### src/rtl/mse_pkg.sv
// ----------------------------------------------------------------------------
// mse_pkg
// Shared types, constants and helpers of the metasprite expander.
// ----------------------------------------------------------------------------
`default_nettype none

package mse_pkg;

  // build defaults
  localparam int NUM_SPRITES_DEF   = 128;
  localparam int SPRITE_ORIGIN_DEF = 16;
  localparam int MAX_SPAN_DEF      = 8;

  // fixed by the field widths
  localparam int CELL_PIX    = 16;
  localparam int POS_W       = 18;  // pixel position plus seven cell steps, signed
  localparam int SLOT_CNT_W  = 8;
  localparam int IDX_W       = 3;   // column/row index, spans of up to 8
  localparam int CFG_ADDR_W  = 3;
  localparam int CFG_DATA_W  = 32;

  localparam logic [9:0] SCREEN_W_RST = 10'd320;
  localparam logic [9:0] SCREEN_H_RST = 10'd224;

  // register index, taken from paddr[2]
  localparam logic REG_SCREEN_W = 1'b0;
  localparam logic REG_SCREEN_H = 1'b1;

  localparam logic CMD_START_FRAME = 1'b0;
  localparam logic CMD_DRAW        = 1'b1;

  typedef struct packed {
    logic              cmd;
    logic signed [15:0] pos_x;
    logic signed [15:0] pos_y;
    logic [15:0]       tile_base;
    logic [7:0]        frame_idx;
    logic [3:0]        cell_cols;
    logic [3:0]        cell_rows;
    logic [3:0]        palette_block;
    logic              mirror;
  } in_item_t;

  typedef struct packed {
    logic [6:0]  slot;
    logic [9:0]  sprite_x;
    logic [9:0]  sprite_y;
    logic [15:0] attribute;
    logic        last;
  } out_item_t;

  // controller to datapath
  typedef struct packed {
    logic clear_slots;
    logic load;
    logic area;
    logic base;
    logic step;
    logic flush;
  } mse_ctl_t;

  // datapath to controller
  typedef struct packed {
    logic in_draw;
    logic in_empty;
    logic at_end;
    logic advance;
    logic pend_valid;
    logic out_free;
  } mse_st_t;

  function automatic logic [3:0] clamp_span(input logic [3:0] v, input logic [3:0] lim);
    clamp_span = (v > lim) ? lim : v;
  endfunction

endpackage

`default_nettype wire

### src/rtl/mse_regs.sv
// ----------------------------------------------------------------------------
// mse_regs
// APB-style register file holding the clipping screen size.
// ----------------------------------------------------------------------------
`default_nettype none

module mse_regs
  import mse_pkg::*;
(
  input  wire logic                  clk,
  input  wire logic                  rst_n,
  input  wire logic                  psel,
  input  wire logic                  penable,
  input  wire logic                  pwrite,
  input  wire logic [CFG_ADDR_W-1:0] paddr,
  input  wire logic [CFG_DATA_W-1:0] pwdata,
  output logic      [CFG_DATA_W-1:0] prdata,
  output logic                       pready,
  output logic      [9:0]            screen_width,
  output logic      [9:0]            screen_height
);

  logic [9:0] screen_w_r, screen_w_nxt;
  logic [9:0] screen_h_r, screen_h_nxt;
  logic       wr_en;

  assign wr_en  = psel & penable & pwrite;
  assign pready = 1'b1;

  always_comb begin
    screen_w_nxt = screen_w_r;
    screen_h_nxt = screen_h_r;
    if (wr_en) begin
      case (paddr[2])
        REG_SCREEN_W: screen_w_nxt = pwdata[9:0];
        REG_SCREEN_H: screen_h_nxt = pwdata[9:0];
        default: ;
      endcase
    end
  end

  always_ff @(posedge clk) begin
    if (!rst_n) begin
      screen_w_r <= SCREEN_W_RST;
      screen_h_r <= SCREEN_H_RST;
    end else begin
      screen_w_r <= screen_w_nxt;
      screen_h_r <= screen_h_nxt;
    end
  end

  always_comb begin
    case (paddr[2])
      REG_SCREEN_W: prdata = {{(CFG_DATA_W-10){1'b0}}, screen_w_r};
      REG_SCREEN_H: prdata = {{(CFG_DATA_W-10){1'b0}}, screen_h_r};
      default:      prdata = '0;
    endcase
  end

  assign screen_width  = screen_w_r;
  assign screen_height = screen_h_r;

endmodule

`default_nettype wire

### src/rtl/mse_ctrl.sv
// ----------------------------------------------------------------------------
// mse_ctrl
// Sequencer: takes a request, sets up the tile base, walks the cell grid and
// flushes the final entry.
// ----------------------------------------------------------------------------
`default_nettype none

module mse_ctrl
  import mse_pkg::*;
(
  input  wire logic     clk,
  input  wire logic     rst_n,
  input  wire logic     in_valid,
  output logic          in_stall,
  input  wire mse_st_t  st,
  output mse_ctl_t      ctl
);

  typedef enum logic [2:0] {
    S_IDLE,
    S_AREA,
    S_BASE,
    S_WALK,
    S_FLUSH
  } state_t;

  state_t state_r, state_nxt;
  logic   in_stall_r;

  always_comb begin
    state_nxt = state_r;
    ctl       = '0;
    case (state_r)
      S_IDLE: begin
        if (in_valid) begin
          if (!st.in_draw) begin
            ctl.clear_slots = 1'b1;
          end else if (!st.in_empty) begin
            ctl.load  = 1'b1;
            state_nxt = S_AREA;
          end
        end
      end
      S_AREA: begin
        ctl.area  = 1'b1;
        state_nxt = S_BASE;
      end
      S_BASE: begin
        ctl.base  = 1'b1;
        state_nxt = S_WALK;
      end
      S_WALK: begin
        ctl.step = 1'b1;
        if (st.advance && st.at_end) begin
          state_nxt = S_FLUSH;
        end
      end
      S_FLUSH: begin
        if (!st.pend_valid) begin
          state_nxt = S_IDLE;
        end else if (st.out_free) begin
          ctl.flush = 1'b1;
          state_nxt = S_IDLE;
        end
      end
      default: state_nxt = S_IDLE;
    endcase
  end

  always_ff @(posedge clk) begin
    if (!rst_n) begin
      state_r    <= S_IDLE;
      in_stall_r <= 1'b0;
    end else begin
      state_r    <= state_nxt;
      in_stall_r <= (state_nxt != S_IDLE);
    end
  end

  assign in_stall = in_stall_r;

endmodule

`default_nettype wire

### src/rtl/mse_dp.sv
// ----------------------------------------------------------------------------
// mse_dp
// Datapath: request registers, cell walk counters, clipping, slot counter,
// one-entry hold stage and output register.
// ----------------------------------------------------------------------------
`default_nettype none

module mse_dp
  import mse_pkg::*;
#(
  parameter int NUM_SPRITES   = NUM_SPRITES_DEF,
  parameter int SPRITE_ORIGIN = SPRITE_ORIGIN_DEF,
  parameter int MAX_SPAN      = MAX_SPAN_DEF
) (
  input  wire logic      clk,
  input  wire logic      rst_n,
  input  wire mse_ctl_t  ctl,
  output mse_st_t        st,
  input  wire in_item_t  in_data,
  input  wire logic [9:0] screen_width,
  input  wire logic [9:0] screen_height,
  output logic           out_valid,
  output out_item_t      out_data,
  input  wire logic      out_stall
);

  localparam logic [3:0]            SPAN_LIM  = 4'(MAX_SPAN);
  localparam logic [SLOT_CNT_W-1:0] SLOT_LIM  = SLOT_CNT_W'(NUM_SPRITES);
  localparam logic [9:0]            ORIGIN    = 10'(SPRITE_ORIGIN);
  localparam logic signed [POS_W-1:0] STEP    = POS_W'(CELL_PIX);
  localparam logic signed [POS_W-1:0] CLIP_LO = -POS_W'(CELL_PIX - 1);

  // request
  logic signed [POS_W-1:0] y0_r;
  logic [7:0]              first_r;
  logic [7:0]              anim_r;
  logic [3:0]              cols_r, rows_r;
  logic [3:0]              pal_r;
  logic                    mirror_r;
  logic [6:0]              area_r;

  // walk
  logic signed [POS_W-1:0] cur_x_r, cur_y_r;
  logic [7:0]              col_tile_r, tile_r;
  logic [IDX_W-1:0]        c_r, r_r;
  logic [SLOT_CNT_W-1:0]   slot_cnt_r;

  // hold stage and output register
  out_item_t pend_r;
  logic      pend_valid_r;
  out_item_t out_r;
  logic      out_valid_r;

  logic [7:0]  base_w, ofs_w, rows8, col_tile_nxt;
  logic        vis_x, vis_y, keep, out_free, advance, r_last, c_last;
  out_item_t   cell_w;
  out_item_t   pend_last_w;

  assign rows8   = {4'd0, rows_r};
  assign base_w  = first_r + 8'(anim_r * {1'b0, area_r});
  assign ofs_w   = mirror_r ? 8'({1'b0, area_r} - rows8) : 8'd0;
  assign col_tile_nxt = mirror_r ? (col_tile_r - rows8) : (col_tile_r + rows8);

  assign vis_x = (cur_x_r >= CLIP_LO) && (cur_x_r < $signed({8'd0, screen_width}));
  assign vis_y = (cur_y_r >= CLIP_LO) && (cur_y_r < $signed({8'd0, screen_height}));
  assign keep  = vis_x && vis_y && (slot_cnt_r < SLOT_LIM);

  assign out_free = !out_valid_r || !out_stall;
  // a kept cell with the hold stage full needs room in the output register
  assign advance  = !(keep && pend_valid_r && !out_free);
  assign r_last   = (r_r == IDX_W'(rows_r - 4'd1));
  assign c_last   = (c_r == IDX_W'(cols_r - 4'd1));

  always_comb begin
    cell_w.slot      = slot_cnt_r[6:0];
    cell_w.sprite_x  = cur_x_r[9:0] + ORIGIN;
    cell_w.sprite_y  = cur_y_r[9:0] + ORIGIN;
    cell_w.attribute = {1'b0, mirror_r, 2'b00, pal_r, tile_r};
    cell_w.last      = 1'b0;
    // held entry marked as the final one of its actor
    pend_last_w      = pend_r;
    pend_last_w.last = 1'b1;
  end

  // payload registers
  always_ff @(posedge clk) begin
    if (ctl.load) begin
      y0_r     <= POS_W'(in_data.pos_y);
      cur_x_r  <= POS_W'(in_data.pos_x);
      cur_y_r  <= POS_W'(in_data.pos_y);
      first_r  <= in_data.tile_base[7:0];
      anim_r   <= in_data.frame_idx;
      cols_r   <= clamp_span(in_data.cell_cols, SPAN_LIM);
      rows_r   <= clamp_span(in_data.cell_rows, SPAN_LIM);
      pal_r    <= in_data.palette_block;
      mirror_r <= in_data.mirror;
      c_r      <= '0;
      r_r      <= '0;
    end
    if (ctl.area) begin
      area_r <= 7'({3'd0, cols_r} * {3'd0, rows_r});
    end
    if (ctl.base) begin
      tile_r     <= base_w + ofs_w;
      col_tile_r <= base_w + ofs_w;
    end
    if (ctl.step && advance) begin
      if (keep) begin
        pend_r <= cell_w;
      end
      if (r_last) begin
        r_r        <= '0;
        c_r        <= c_r + IDX_W'(1);
        cur_y_r    <= y0_r;
        cur_x_r    <= cur_x_r + STEP;
        col_tile_r <= col_tile_nxt;
        tile_r     <= col_tile_nxt;
      end else begin
        r_r     <= r_r + IDX_W'(1);
        cur_y_r <= cur_y_r + STEP;
        tile_r  <= tile_r + 8'd1;
      end
    end
    if (ctl.step && advance && keep && pend_valid_r) begin
      out_r <= pend_r;
    end else if (ctl.flush) begin
      out_r <= pend_last_w;
    end
  end

  // control registers
  always_ff @(posedge clk) begin
    if (!rst_n) begin
      slot_cnt_r   <= '0;
      pend_valid_r <= 1'b0;
      out_valid_r  <= 1'b0;
    end else begin
      if (ctl.clear_slots) begin
        slot_cnt_r <= '0;
      end else if (ctl.step && advance && keep) begin
        slot_cnt_r <= slot_cnt_r + SLOT_CNT_W'(1);
      end

      if (ctl.flush) begin
        pend_valid_r <= 1'b0;
      end else if (ctl.step && advance && keep) begin
        pend_valid_r <= 1'b1;
      end

      if ((ctl.step && advance && keep && pend_valid_r) || ctl.flush) begin
        out_valid_r <= 1'b1;
      end else if (!out_stall) begin
        out_valid_r <= 1'b0;
      end
    end
  end

  always_comb begin
    st.in_draw    = (in_data.cmd == CMD_DRAW);
    st.in_empty   = (in_data.cell_cols == 4'd0) || (in_data.cell_rows == 4'd0);
    st.at_end     = r_last && c_last;
    st.advance    = advance;
    st.pend_valid = pend_valid_r;
    st.out_free   = out_free;
  end

  assign out_valid = out_valid_r;
  assign out_data  = out_r;

endmodule

`default_nettype wire

### src/rtl/metasprite_expander.sv
// ----------------------------------------------------------------------------
// metasprite_expander
// Expands actor draw requests into hardware sprite entries.
// ----------------------------------------------------------------------------
// Input channel (in_valid/in_stall/in_data): one item is either a start-frame
// command, which clears the slot counter without stalling the input, or an
// actor draw request. A draw request of cols x rows cells (each clamped to
// MAX_SPAN) passes through the area and base set-up steps, the grid walk and
// a flush step; the walk visits one cell per cycle, column by column, unless
// the output backs up and holds it. A request of zero size finishes at once.
// in_stall is high from acceptance of a draw until its last entry has gone
// into the output register.
// Output channel (out_valid/out_stall/out_data): one sprite entry per item.
// Each entry waits in the hold stage until the next kept cell, so that the
// final one can carry last; the flush sends out the final one. Clipped
// cells and cells beyond NUM_SPRITES give no entry. While the receiver
// stalls, the output register holds its entry and the walk pauses at the
// next visible cell.
// Reset puts the block idle with the slot counter at zero, screen width 320
// and height 224. Width (0x0) and height (0x4) are written over the APB-style
// port; the user must write only while idle; the block does not enforce it.
// ----------------------------------------------------------------------------
`default_nettype none

module metasprite_expander
  import mse_pkg::*;
#(
  parameter int NUM_SPRITES   = NUM_SPRITES_DEF,
  parameter int SPRITE_ORIGIN = SPRITE_ORIGIN_DEF,
  parameter int MAX_SPAN      = MAX_SPAN_DEF
) (
  input  wire logic                  clk,
  input  wire logic                  rst_n,
  input  wire logic                  in_valid,
  output logic                       in_stall,
  input  wire in_item_t              in_data,
  output logic                       out_valid,
  input  wire logic                  out_stall,
  output out_item_t                  out_data,
  input  wire logic                  psel,
  input  wire logic                  penable,
  input  wire logic                  pwrite,
  input  wire logic [CFG_ADDR_W-1:0] paddr,
  input  wire logic [CFG_DATA_W-1:0] pwdata,
  output logic      [CFG_DATA_W-1:0] prdata,
  output logic                       pready
);

  logic [9:0] screen_width, screen_height;
  mse_ctl_t   ctl;
  mse_st_t    st;

  mse_regs u_regs (
    .clk           (clk),
    .rst_n         (rst_n),
    .psel          (psel),
    .penable       (penable),
    .pwrite        (pwrite),
    .paddr         (paddr),
    .pwdata        (pwdata),
    .prdata        (prdata),
    .pready        (pready),
    .screen_width  (screen_width),
    .screen_height (screen_height)
  );

  mse_ctrl u_ctrl (
    .clk      (clk),
    .rst_n    (rst_n),
    .in_valid (in_valid),
    .in_stall (in_stall),
    .st       (st),
    .ctl      (ctl)
  );

  mse_dp #(
    .NUM_SPRITES   (NUM_SPRITES),
    .SPRITE_ORIGIN (SPRITE_ORIGIN),
    .MAX_SPAN      (MAX_SPAN)
  ) u_dp (
    .clk           (clk),
    .rst_n         (rst_n),
    .ctl           (ctl),
    .st            (st),
    .in_data       (in_data),
    .screen_width  (screen_width),
    .screen_height (screen_height),
    .out_valid     (out_valid),
    .out_data      (out_data),
    .out_stall     (out_stall)
  );

endmodule

`default_nettype wire

### config.mk
export PLATFORM = sky130hd
export DESIGN_NAME = metasprite_expander
export DESIGN_NICKNAME = d
export VERILOG_FILES = /design/src/rtl/mse_pkg.sv /design/src/rtl/mse_regs.sv /design/src/rtl/mse_ctrl.sv /design/src/rtl/mse_dp.sv /design/src/rtl/metasprite_expander.sv
export SDC_FILE = /design/constraint.sdc
export NUM_CORES = 1
export LEC_CHECK = 0
export BUFFER_PORTS_ARGS = -buffer_cell sky130_fd_sc_hd__buf_2
export CORE_ASPECT_RATIO = 0.75
export CORE_MARGIN = 3
export CORE_UTILIZATION = 55
export CTS_CLUSTER_SIZE = 24
export DETAILED_ROUTE_END_ITERATION = 10
export PLACE_DENSITY = 0.8
export SETUP_SLACK_MARGIN = 0.4
export SLEW_MARGIN = 20
export SYNTH_ARGS = -nofsm -noshare
export SYNTH_HDL_FRONTEND = slang
export SYNTH_SLANG_ARGS = --single-unit
### constraint.sdc
create_clock -name clk -period 14.1 [get_ports clk]
set_input_delay 2.82 -clock clk [delete_from_list [all_inputs] [get_ports clk]]
set_output_delay 2.82 -clock clk [all_outputs]
set_load 0.005 [all_outputs]
==> impl_metrics.csv, run 1 <==
group,metric,value,unit
run_status,status,"finished, final reports clean",
finish,fin_nets,1392,
drt,ant_nets,0,
timing,period_needed,6430,ps
timing,holdWs,415,ps
synth,avgSynthCellArea,11.0,um2
critical_path,crit_cells,3,
clocking,clk_pin_slew,60,ps
floorplanning,core,0.0205,mm2
timing,relSlewSlack,29.6,%
drt,wl,24.7,mm
placed_design,place_area,0.0124,mm2
clocking,cts_resized,0,
critical_path,end_kind,"output port",
critical_path,critPathTopFamily,"buffers and inverters",
finish,utilization,64.0,%
global_route,track_usage,21.5,%
finish,area_delta_synth_final,13.0,%
drt,drc,0,
clocking,postCtsSetupRepairBufs,0,
global_route,grt-ovfl-total,0,
synth,ys_ff_latch,225,
drt,drt_iter0_drc,748,
clocking,clkSinkCount,225,
synth,synth_cell_type_count,59,
critical_path,crit_arrival,3610,ps
synth,synth.area.mux_share,1.92,%
drt,first_pass_iters,5,
synth,synth_top_family_by_area,"simple AND/OR/NAND/NOR gates",
critical_path,cp.buffers_inverters,2,
synth,synth_xor_area_share,5.17,%
clocking,cts_root_buf,"clkbuf_16",
clocking,cts_tree,"yes",
floorplanning,start_util,56.6,%
synth,syn_inst,1060,
drt,vias,8095,
synth,yosysSeqAreaShare,53.1,%
floorplanning,die_h,132,um
critical_path,cp_cell_sequence,"buf_2 -> mux2_2 -> buf_2",
clocking,htree_levels,1,
placed_design,post-place-cells,1445,
power_and_ir_drop,ir_drop,99.1,uV
timing,finalHoldViolCount,0,
critical_path,start_kind,"input port",
global_route,grt_pass1_wl,40.2,mm
floorplanning,num_rows,45,
critical_path,cp_common_cell,"buf_2",
synth,synth_area,0.0116,mm2
placed_design,gp_congestion,0.891,
timing,slew_viol_final,0,
timing,fin_worst_skew,9.56,ps
power_and_ir_drop,pwr_density_cell,136,mW/mm2
power_and_ir_drop,p_leak,5.41,nW
power_and_ir_drop,finalPower,1.79,mW
drt,avgViaCountPerCell,5.45,
synth,synthAdderAreaFrac,12.0,%
placed_design,place_hpwl,17.7,mm
critical_path,worst-r2r-cell-count,22,
timing,finalSetupViolCount,0,
placed_design,place_ws,7680,ps
synth,synth-compound-area-share,8.49,%
worst_hold_path,hold_class,"reg -> reg",
clocking,postCtsHoldBufs,0,
floorplanning,die_area,0.0229,mm2
global_route,grt_pass1_vias,7796,
clocking,clockBufferDepth,3,
flow_run,maxCapViolations,0,
timing,timing.setup.tns,0,ps
timing,clock.fmax,155,MHz
synth,yosys.area_share.simple,13.4,%
critical_path,worst_path_largest_cell_delay,370,ps
timing,period_share,45.6,%
timing,grt_setup_unrepaired,"no",
synth,yosys_warnings,0,
timing,tightest_slew,1050,ps
timing,layout_setup_ws,7670,ps
critical_path,crit_fanout,22,
finish,nFillCells,1584,
synth,synth_ff_type,"edfxtp_1",
floorplanning,io_pins,191,
clocking,clock_latency,510,ps
synth,synth_edf_count,166,
global_route,grt_antenna_before_repair,1,
global_route,grt_max_degree,63,
drt,avgRoutedWirePerCell,16.6,um
critical_path,crit_required,11280,ps
worst_hold_path,hold-path-cell-count,0,
floorplanning,chipWidth,174,um
finish,final_cells,1486,
finish,drive_above_1_share,15.1,%
clocking,cts_made_buffers,22,
placed_design,numPortBuffers,132,
critical_path,path_class,"in -> out",
critical_path,cp_slowest_cell,"mux2_2",
finish,fin_area,0.0131,mm2
synth,synth-async-reset-ratio,0,%
[cell usage in the layout (no fill, tap or decap), types with 9 or more instances in the layout]
cell type,Yosys,final
mux2i_1,20,20
dfxtp_1,59,59
nand2_1,144,144
clkbuf_16,0,23
edfxtp_1,166,166
and3_1,10,10
xor2_1,22,22
ha_1,62,62
a21o_1,9,9
conb_1,2,26
fa_1,31,31
nand3_1,21,21
o21ai_0,47,47
nor4_1,11,11
a31oi_1,9,9
nor3_1,11,10
xnor2_1,44,44
nor2b_1,12,12
and2_1,29,29
a21oi_1,61,61
buf_2,5,132
inv_1,89,88
nor2_1,67,67
[where the power goes]
part	leakage, nW	total [mW]	switching [mW]	internal [mW]
Clock	0.330	0.558	0.241	0.317
Sequential	2.02	0.813	0.0423	0.771
Combinational	3.06	0.417	0.232	0.186
Total	5.41	1.79	0.515	1.27
[registers in the layout, indices dropped and copies added (netlist names), 10 cells and up]
name and cells:
u_dp.cur_x_r 18, u_dp.cur_y_r 18, u_dp.out_data 41, u_dp.pend_last_w 40, u_dp.y0_r 16, u_regs.screen_height 10
u_regs.screen_width 10
[area by class of cell]
type,count,area [um2],share of cell area [%]
repair buffers,139,713,5.44
inverters,92,345,2.63
multi-input cells,707,4860,37.0
well taps,282,353,2.69
flip-flops and latches,225,6170,47.0
clock inverters,12,85.1,0.649
clock buffers,28,594,4.53
diodes,1,2.50,0.0191
[path summary, 6_finish.rpt]
kind,end,from,slack (ps)
hold / removal,u_dp.pend_last_w[12]$_DFFE_PN_,u_dp.pal_r[3]$_DFFE_PP_,410
setup reg to reg,u_dp.col_tile_r[7]$_DFF_P_,u_dp.area_r[0]$_DFFE_PP_,8520
setup / recovery,prdata[0],paddr[2],7670
hold reg to reg,u_dp.pend_last_w[12]$_DFFE_PN_,u_dp.pal_r[3]$_DFFE_PP_,410
[cells by family after synthesis]
logic type | after synthesis
other cells | 2
mux | 22
flops | 225
buf+inv | 152
simple gates | 336
xor+xnor | 67
fa+ha+maj | 93
compound gates | 163
[synthesized netlist by cell type, drive strengths merged, types with 3 or more instances]
master | count | share of area, %
nor3 | 11 | 0.47
mux2i | 20 | 1.7
nor2 | 68 | 2.2
nand4 | 7 | 0.38
nand3 | 21 | 0.91
or3 | 6 | 0.32
ha | 62 | 6.7
clkbuf | 25 | 0.81
o211ai | 6 | 0.39
o32ai | 4 | 0.30
nor4 | 11 | 0.59
a21o | 9 | 0.58
and4 | 3 | 0.23
o31ai | 4 | 0.38
and3 | 10 | 0.54
xnor2 | 44 | 3.3
inv | 90 | 2.9
nor2b | 12 | 0.65
dfxtp | 59 | 10
a211oi | 6 | 0.43
a31oi | 9 | 0.48
fa | 31 | 5.3
buf | 35 | 2.1
xor2 | 22 | 1.7
edfxtp | 166 | 43
nand2 | 144 | 4.7
and2 | 29 | 1.6
a21oi | 61 | 2.6
o41ai | 3 | 0.23
nand2b | 5 | 0.27
o21ai | 48 | 2.1
nor3b | 3 | 0.19
[layer usage]
metal	track usage [%]	part of all wire (%)
met3	5.07	9.0
met4	4.96	1.8
met2	33.4	45
met1	30.9	44
met5	0	0
Power figures use the tool's default switching activity.
==> inputs of run 2 (changes only) <==
--- a/config.mk
+++ b/config.mk
@@ -5,13 +5,14 @@
 export SDC_FILE = /design/constraint.sdc
 export NUM_CORES = 1
 export LEC_CHECK = 0
+export ABC_AREA = 1
 export BUFFER_PORTS_ARGS = -buffer_cell sky130_fd_sc_hd__buf_2
 export CORE_ASPECT_RATIO = 0.75
 export CORE_MARGIN = 3
-export CORE_UTILIZATION = 55
+export CORE_UTILIZATION = 52
 export CTS_CLUSTER_SIZE = 24
 export DETAILED_ROUTE_END_ITERATION = 10
-export PLACE_DENSITY = 0.8
+export PLACE_DENSITY = 0.79
 export SETUP_SLACK_MARGIN = 0.4
 export SLEW_MARGIN = 20
 export SYNTH_ARGS = -nofsm -noshare
==> constraint.sdc (replaced) <==
create_clock -name clk -period 5.8 [get_ports clk]
set_input_delay 1.16 -clock clk [delete_from_list [all_inputs] [get_ports clk]]
set_output_delay 1.16 -clock clk [all_outputs]
set_load 0.005 [all_outputs]
==> run 2 against run 1 <==
Effect of this change: clock-buffer cell count unchanged; total power rose to 2.7 times the previous value; routed wire length up 4.8%; global-route usage shrank 1.5 points; synthesized cell count grew 16%; flip-flop and latch count unchanged; setup slack lost 7000 ps; largest cell class unchanged; highest routed layer is now met5; critical endpoint is now u_dp.tile_r[7]$_DFFE_PP_; clock skew about the same.
==> impl_metrics.csv, run 2 <==
group,metric,value,unit
run_status,status,"finished, final reports clean",
timing,finalSetupViolCount,0,
power_and_ir_drop,pwr-share-comb,25.3,%
timing,finalHoldViolCount,0,
clocking,clkSinkCount,225,
floorplanning,die_area,0.0249,mm2
finish,antennaDiodeCount,0,
synth,synthTopCellsByArea,"edfxtp_1 (42%), dfxtp_1 (9.9%), nand2_1 (9.5%), ha_1 (6.5%), inv_1 (5.6%)",
power_and_ir_drop,seqPwrFrac,41.8,%
synth,synth-async-reset-ratio,0,%
timing,tightest_slew,991,ps
finish,fin_nets,1579,
clocking,cts_root_buf,"clkbuf_16",
synth,synth_commonest_cells,"nand2_1 (303), inv_1 (179), edfxtp_1 (166)",
finish,final_cells,1686,
timing,holdWs,417,ps
timing,timing.setup.tns,0,ps
timing,clock.fmax,193,MHz
global_route,grt_max_degree,66,
critical_path,cp.buffers_inverters,7,
critical_path,end_kind,"register",
placed_design,post-place-cells,1633,
clocking,cts_tree,"yes",
clocking,htree_levels,1,
floorplanning,io_pins,191,
synth,synth_cell_type_count,41,
floorplanning,die_h,137,um
placed_design,place_hpwl,18.7,mm
critical_path,worst_path_largest_cell_delay,530,ps
synth,yosysTopAreaCellShare,41.7,%
power_and_ir_drop,clock_power_share,32.9,%
finish,area_delta_synth_final,14.6,%
finish,largest_reg_flops,41,
timing,period_needed,5180,ps
flow_run,maxCapViolations,0,
clocking,cts_made_buffers,24,
finish,drive_above_1_share,14.9,%
drt,ant_nets,0,
power_and_ir_drop,ir_drop,220,uV
power_and_ir_drop,p_int,3.35,mW
placed_design,numPortBuffers,132,
power_and_ir_drop,p_sw_share,30.4,%
timing,fin_worst_skew,9.71,ps
timing,period_share,89.3,%
finish,final_cell_mix,"nand2_1 (302), inv_1 (179), edfxtp_1 (166)",
synth,synthMostInstantiatedCell,"nand2_1",
finish,mostFrequentLayoutCell,"nand2_1",
clocking,clock_latency,510,ps
floorplanning,start_util,53.5,%
power_and_ir_drop,p_sw,1.46,mW
floorplanning,num_rows,47,
timing,slew_viol_final,0,
critical_path,critPathTopFamily,"adder cells",
floorplanning,core,0.0223,mm2
drt,drt_iter0_drc,800,
floorplanning,chipWidth,181,um
synth,yosysSeqAreaShare,51.6,%
critical_path,reg2reg_slack,620,ps
synth,synth_area,0.0120,mm2
critical_path,start_kind,"register",
timing,relSlewSlack,33.7,%
synth,synth_ff_type,"edfxtp_1",
critical_path,path_class,"reg -> reg",
timing,grt_setup_unrepaired,"no",
synth,synth_edf_count,166,
critical_path,cp_slowest_cell,"fa_1",
global_route,grt-ovfl-total,0,
drt,avgViaCountPerCell,5.17,
worst_hold_path,hold_class,"reg -> reg",
critical_path,cp_common_cell,"inv_1",
drt,avgRoutedWirePerCell,15.4,um
synth,avgSynthCellArea,9.69,um2
global_route,track_usage,20.0,%
synth,ys_ff_latch,225,
global_route,grt_pass1_wl,40.3,mm
drt,wl,25.9,mm
synth,yosys_warnings,0,
synth,yosysTopAreaCell,"edfxtp_1",
clocking,clockBufferDepth,3,
critical_path,crit_required,6060,ps
critical_path,crit_arrival,5440,ps
power_and_ir_drop,pwr_density_cell,351,mW/mm2
global_route,grt_pass1_vias,8173,
placed_design,gp_congestion,0.929,
clocking,clk_pin_slew,60,ps
drt,vias,8722,
critical_path,crit_fanout,4,
power_and_ir_drop,p_leak,6.19,nW
drt,drc,0,
drt,first_pass_iters,7,
synth,syn_inst,1234,
global_route,grt_antenna_before_repair,1,
[run 2: final timing paths]
| path | from | end | cells past startpoint |
|---|---|---|---|
| min reg2reg | u_dp.pend_last_w[11]$_DFFE_PN_ | u_dp.out_data[11]$_DFFE_PP_ | 0 |
| max | u_dp.area_r[0]$_DFFE_PP_ | u_dp.tile_r[7]$_DFFE_PP_ | 27 |
| min | u_dp.pend_last_w[11]$_DFFE_PN_ | u_dp.out_data[11]$_DFFE_PP_ | 0 |
| max reg2reg | u_dp.area_r[0]$_DFFE_PP_ | u_dp.tile_r[7]$_DFFE_PP_ | 27 |
[run 2: layout make-up]
type,count,area (um2)
Tap cell,294,368
Inverter,182,688
Timing Repair Buffer,145,758
Clock inverter,16,171
Sequential cell,225,6170
Clock buffer,28,657
Multi-Input combinational cell,796,4890
Fill cell,1777,8650
[run 2: routing by layer]
| layer | global-route usage, % | vias to the layer above | wire, um | share of wire (%) |
|---|---|---|---|---|
| li1 | - | 4276 | - | - |
| met4 | 5.16 | 2 | 520 | 2.0 |
| met1 | 29.3 | 4033 | 11600 | 45 |
| met3 | 3.22 | 42 | 2150 | 8.3 |
| met2 | 31.2 | 369 | 11600 | 45 |
| met5 | 0 | - | 20 | 0.077 |
[run 2: timing repair]
action / in CTS / in global routing
pin swaps: 0 / 2
gates resized for setup: 1 / 6
setup endpoints to repair: 2 / 2
hold endpoints to repair: 0 / 0
buffers inserted: 1 / 8
hold buffers: 0 / 0
[run 2: kinds of logic after synthesis]
| family | count (synthesis) | synth area share, % |
|---|---|---|
| DFF | 225 | 51.6 |
| AOI/OAI and AO/OA | 151 | 6.54 |
| other | 2 | 0.0628 |
| xor gates and xnor gates | 62 | 4.54 |
| adders and majority gates | 93 | 11.7 |
| buffers and inverters | 237 | 8.69 |
| and+or+nand+nor | 456 | 16.2 |
| muxes | 8 | 0.670 |
[run 2: worst register-to-register path, cell delays in order (launching register included)]
cell,delay (ps)
edfxtp_1,390
inv_1,70
ha_1,140
inv_1,60
fa_1,370
nand2_1,90
inv_1,70
o21ai_4,200
a21oi_1,90
nor2_1,90
nand2_1,90
fa_1,460
fa_1,510
inv_1,40
ha_1,270
inv_1,50
fa_1,530
fa_1,490
inv_1,90
a21oi_2,50
o211ai_1,190
nand2_1,100
nand3_1,80
nand2_1,70
inv_1,50
nand3_1,90
nand3_1,90
nand3_1,80
[run 2: through the flow]
stage / setup WS, ps / cell area (um2) / utilization [%] / power (mW)
finish: 623 / 13700 / 61.3 / 4.81
CTS: 498 / 13600 / 60.9 / 4.77
floorplan: 742 / 12000 / - / 2.90
detailed placement: 288 / 12800 / 57.1 / 3.18
global route: 388 / 13700 / 61.3 / 5.08
global placement: 446 / 12800 / 57.1 / 3.12
[run 2: power by group through the flow]
stage          logic (mW)  clock network, mW  registers [mW]
4_1_cts              1.15               1.61            2.01
2_1_floorplan       0.894                  0            2.00
5_1_grt              1.39               1.67            2.03
6_report             1.22               1.58            2.01
3_3_place_gp         1.08                  0            2.04
3_5_place_dp         1.13                  0            2.04
==> inputs of run 3 (changes only) <==
--- a/config.mk
+++ b/config.mk
@@ -12,7 +12,7 @@
 export CORE_UTILIZATION = 52
 export CTS_CLUSTER_SIZE = 24
 export DETAILED_ROUTE_END_ITERATION = 10
-export PLACE_DENSITY = 0.79
+export PLACE_DENSITY_LB_ADDON = 0.1
 export SETUP_SLACK_MARGIN = 0.4
 export SLEW_MARGIN = 20
 export SYNTH_ARGS = -nofsm -noshare
==> run 3 against run 2 <==
Effect of this change: sequential power barely moved; largest power group unchanged; total power fell by 3.1%; highest routed layer is now met4; utilization down 0.48 points.
==> impl_metrics.csv, run 3 (synthesis results as in run 2) <==
group,metric,value,unit
run_status,status,"finished, final reports clean",
floorplanning,die_h,137,um
global_route,grt_pass1_wl,39.3,mm
timing,timing.setup.tns,0,ps
global_route,grtUsageMet1,30.4,%
floorplanning,die_area,0.0249,mm2
worst_hold_path,min_to,"u_dp.out_data[7]$_DFFE_PP_",
finish,utilization,60.8,%
clocking,htree_levels,1,
global_route,grt_antenna_before_repair,0,
global_route,grt_pass1_vias,7667,
drt,drt_iter0_drc,535,
clocking,cts_made_buffers,23,
timing,grt_setup_unrepaired,"no",
finish,antennaDiodeCount,0,
power_and_ir_drop,ir_drop,346,uV
drt,avgRoutedWirePerCell,15.1,um
power_and_ir_drop,p_leak,6.12,nW
flow_run,maxCapViolations,0,
timing,fin_worst_skew,11.0,ps
finish,nFillCells,1961,
timing,period_share,88.5,%
critical_path,cp_common_cell,"inv_1",
clocking,cts_root_buf,"clkbuf_16",
clocking,cts_tree,"yes",
critical_path,critPathTopFamily,"adder cells",
clocking,clk_pin_slew,70,ps
placed_design,numPortBuffers,132,
worst_hold_path,min-delay-start,"u_dp.pend_last_w[7]$_DFFE_PN_",
placed_design,gp_congestion,0.901,
global_route,grt_use_met3,3.09,%
global_route,grt-ovfl-total,0,
finish,fin_nets,1573,
placed_design,place_hpwl,18.8,mm
critical_path,crit_arrival,5370,ps
floorplanning,start_util,53.5,%
critical_path,worst_path_largest_cell_delay,510,ps
placed_design,post-place-cells,1634,
finish,area_delta_synth_final,13.7,%
power_and_ir_drop,seqPwrFrac,43.2,%
floorplanning,num_rows,47,
worst_hold_path,hold-path-cell-count,0,
timing,tightest_slew,1010,ps
finish,drive_above_1_share,14.8,%
timing,finalHoldViolCount,0,
drt,vias,8408,
drt,first_pass_iters,5,
clocking,clock_latency,500,ps
clocking,clockBufferDepth,3,
finish,multi_input_area,0.00493,mm2
critical_path,end_kind,"register",
clocking,postCtsHoldBufs,0,
finish,final_cell_mix,"nand2_1 (302), inv_1 (177), edfxtp_1 (166)",
power_and_ir_drop,p_sw,1.42,mW
timing,clock.fmax,195,MHz
global_route,grt-busiest-layer,"met1",
finish,ff_latch_area,0.00617,mm2
floorplanning,chipWidth,181,um
finish,mostFrequentLayoutCell,"nand2_1",
placed_design,place_ws,363,ps
critical_path,crit_required,6040,ps
finish,largest_reg_flops,41,
critical_path,start_kind,"register",
critical_path,cp.buffers_inverters,7,
global_route,grt_max_degree,66,
critical_path,r2r-end,"u_dp.tile_r[7]$_DFFE_PP_",
power_and_ir_drop,p_int,3.24,mW
critical_path,path_class,"reg -> reg",
drt,drc,0,
drt,ant_nets,0,
floorplanning,io_pins,191,
power_and_ir_drop,pwr_density_cell,343,mW/mm2
finish,final_cells,1678,
drt,avgViaCountPerCell,5.01,
timing,slew_viol_final,0,
timing,relSlewSlack,32.4,%
global_route,grt_util_met2,29.1,%
critical_path,crit_fanout,4,
timing,finalSetupViolCount,0,
power_and_ir_drop,pwr-share-comb,26.1,%
global_route,track_usage,19.6,%
critical_path,timing.rr.start,"u_dp.area_r[0]$_DFFE_PP_",
power_and_ir_drop,p_sw_share,30.5,%
timing,period_needed,5130,ps
clocking,clkSinkCount,225,
floorplanning,core,0.0223,mm2
worst_hold_path,hold_class,"reg -> reg",
critical_path,reg2reg_slack,670,ps
critical_path,cp_slowest_cell,"fa_1",
critical_path,worst-r2r-cell-count,27,
timing,layout_setup_ws,669,ps
drt,wl,25.3,mm
power_and_ir_drop,clock_power_share,30.7,%
-- run 3: how the worst max path moves through the flow --
stage / startpoint / to / slack [ps] / depth (start not counted)
floorplan: u_dp.area_r[0]$_DFFE_PP_ / u_dp.tile_r[7]$_DFFE_PP_ / 740 / 29
global placement: u_dp.area_r[0]$_DFFE_PP_ / u_dp.tile_r[7]$_DFFE_PP_ / 540 / 27
detailed placement: u_dp.area_r[0]$_DFFE_PP_ / u_dp.tile_r[7]$_DFFE_PP_ / 360 / 28
CTS: u_dp.area_r[0]$_DFFE_PP_ / u_dp.tile_r[7]$_DFFE_PP_ / 460 / 27
global route: u_dp.area_r[0]$_DFFE_PP_ / u_dp.tile_r[7]$_DFFE_PP_ / 400 / 27
finish: u_dp.area_r[0]$_DFFE_PP_ / u_dp.tile_r[7]$_DFFE_PP_ / 670 / 27
-- run 3: through the flow --
| stage | power, mW | instance area (um2) | hold WS (ps) |
|---|---|---|---|
| floorplan | 2.90 | 12000 | 400 |
| global placement | 3.15 | 12800 | 400 |
| detailed placement | 3.19 | 12800 | 405 |
| CTS | 4.63 | 13500 | 419 |
| global route | 4.97 | 13600 | 424 |
| finish | 4.66 | 13600 | 417 |
-- run 3: final cells by class --
class                           instances  area share (%)
Clock inverter                         12           0.838
Timing Repair Buffer                  140            5.30
Clock buffer                           29            4.47
Sequential cell                       225            45.4
Inverter                              182            5.06
Multi-Input combinational cell        796            36.3
Tap cell                              294            2.71
-- run 3: routing by layer --
metal,share of wire (%),vias up
met5,0,-
met4,2.0,0
met3,6.8,33
met2,42,263
met1,49,3853
li1,-,4259
-- run 3: power groups by stage --
| stage | clock network [mW] | registers [mW] | logic [mW] |
|---|---|---|---|
| 2_1_floorplan | 0 | 2.00 | 0.894 |
| 3_3_place_gp | 0 | 2.04 | 1.10 |
| 3_5_place_dp | 0 | 2.04 | 1.15 |
| 4_1_cts | 1.47 | 2.01 | 1.15 |
| 5_1_grt | 1.53 | 2.03 | 1.41 |
| 6_report | 1.43 | 2.01 | 1.22 |
-- run 3: repair_timing --
action | 4_1_cts | 5_1_grt
pin swaps | 0 | 7
gates resized for setup | 1 | 15
endpoints found under the setup margin | 1 | 2
cloned | 0 | 0
setup buffers | 0 | 3
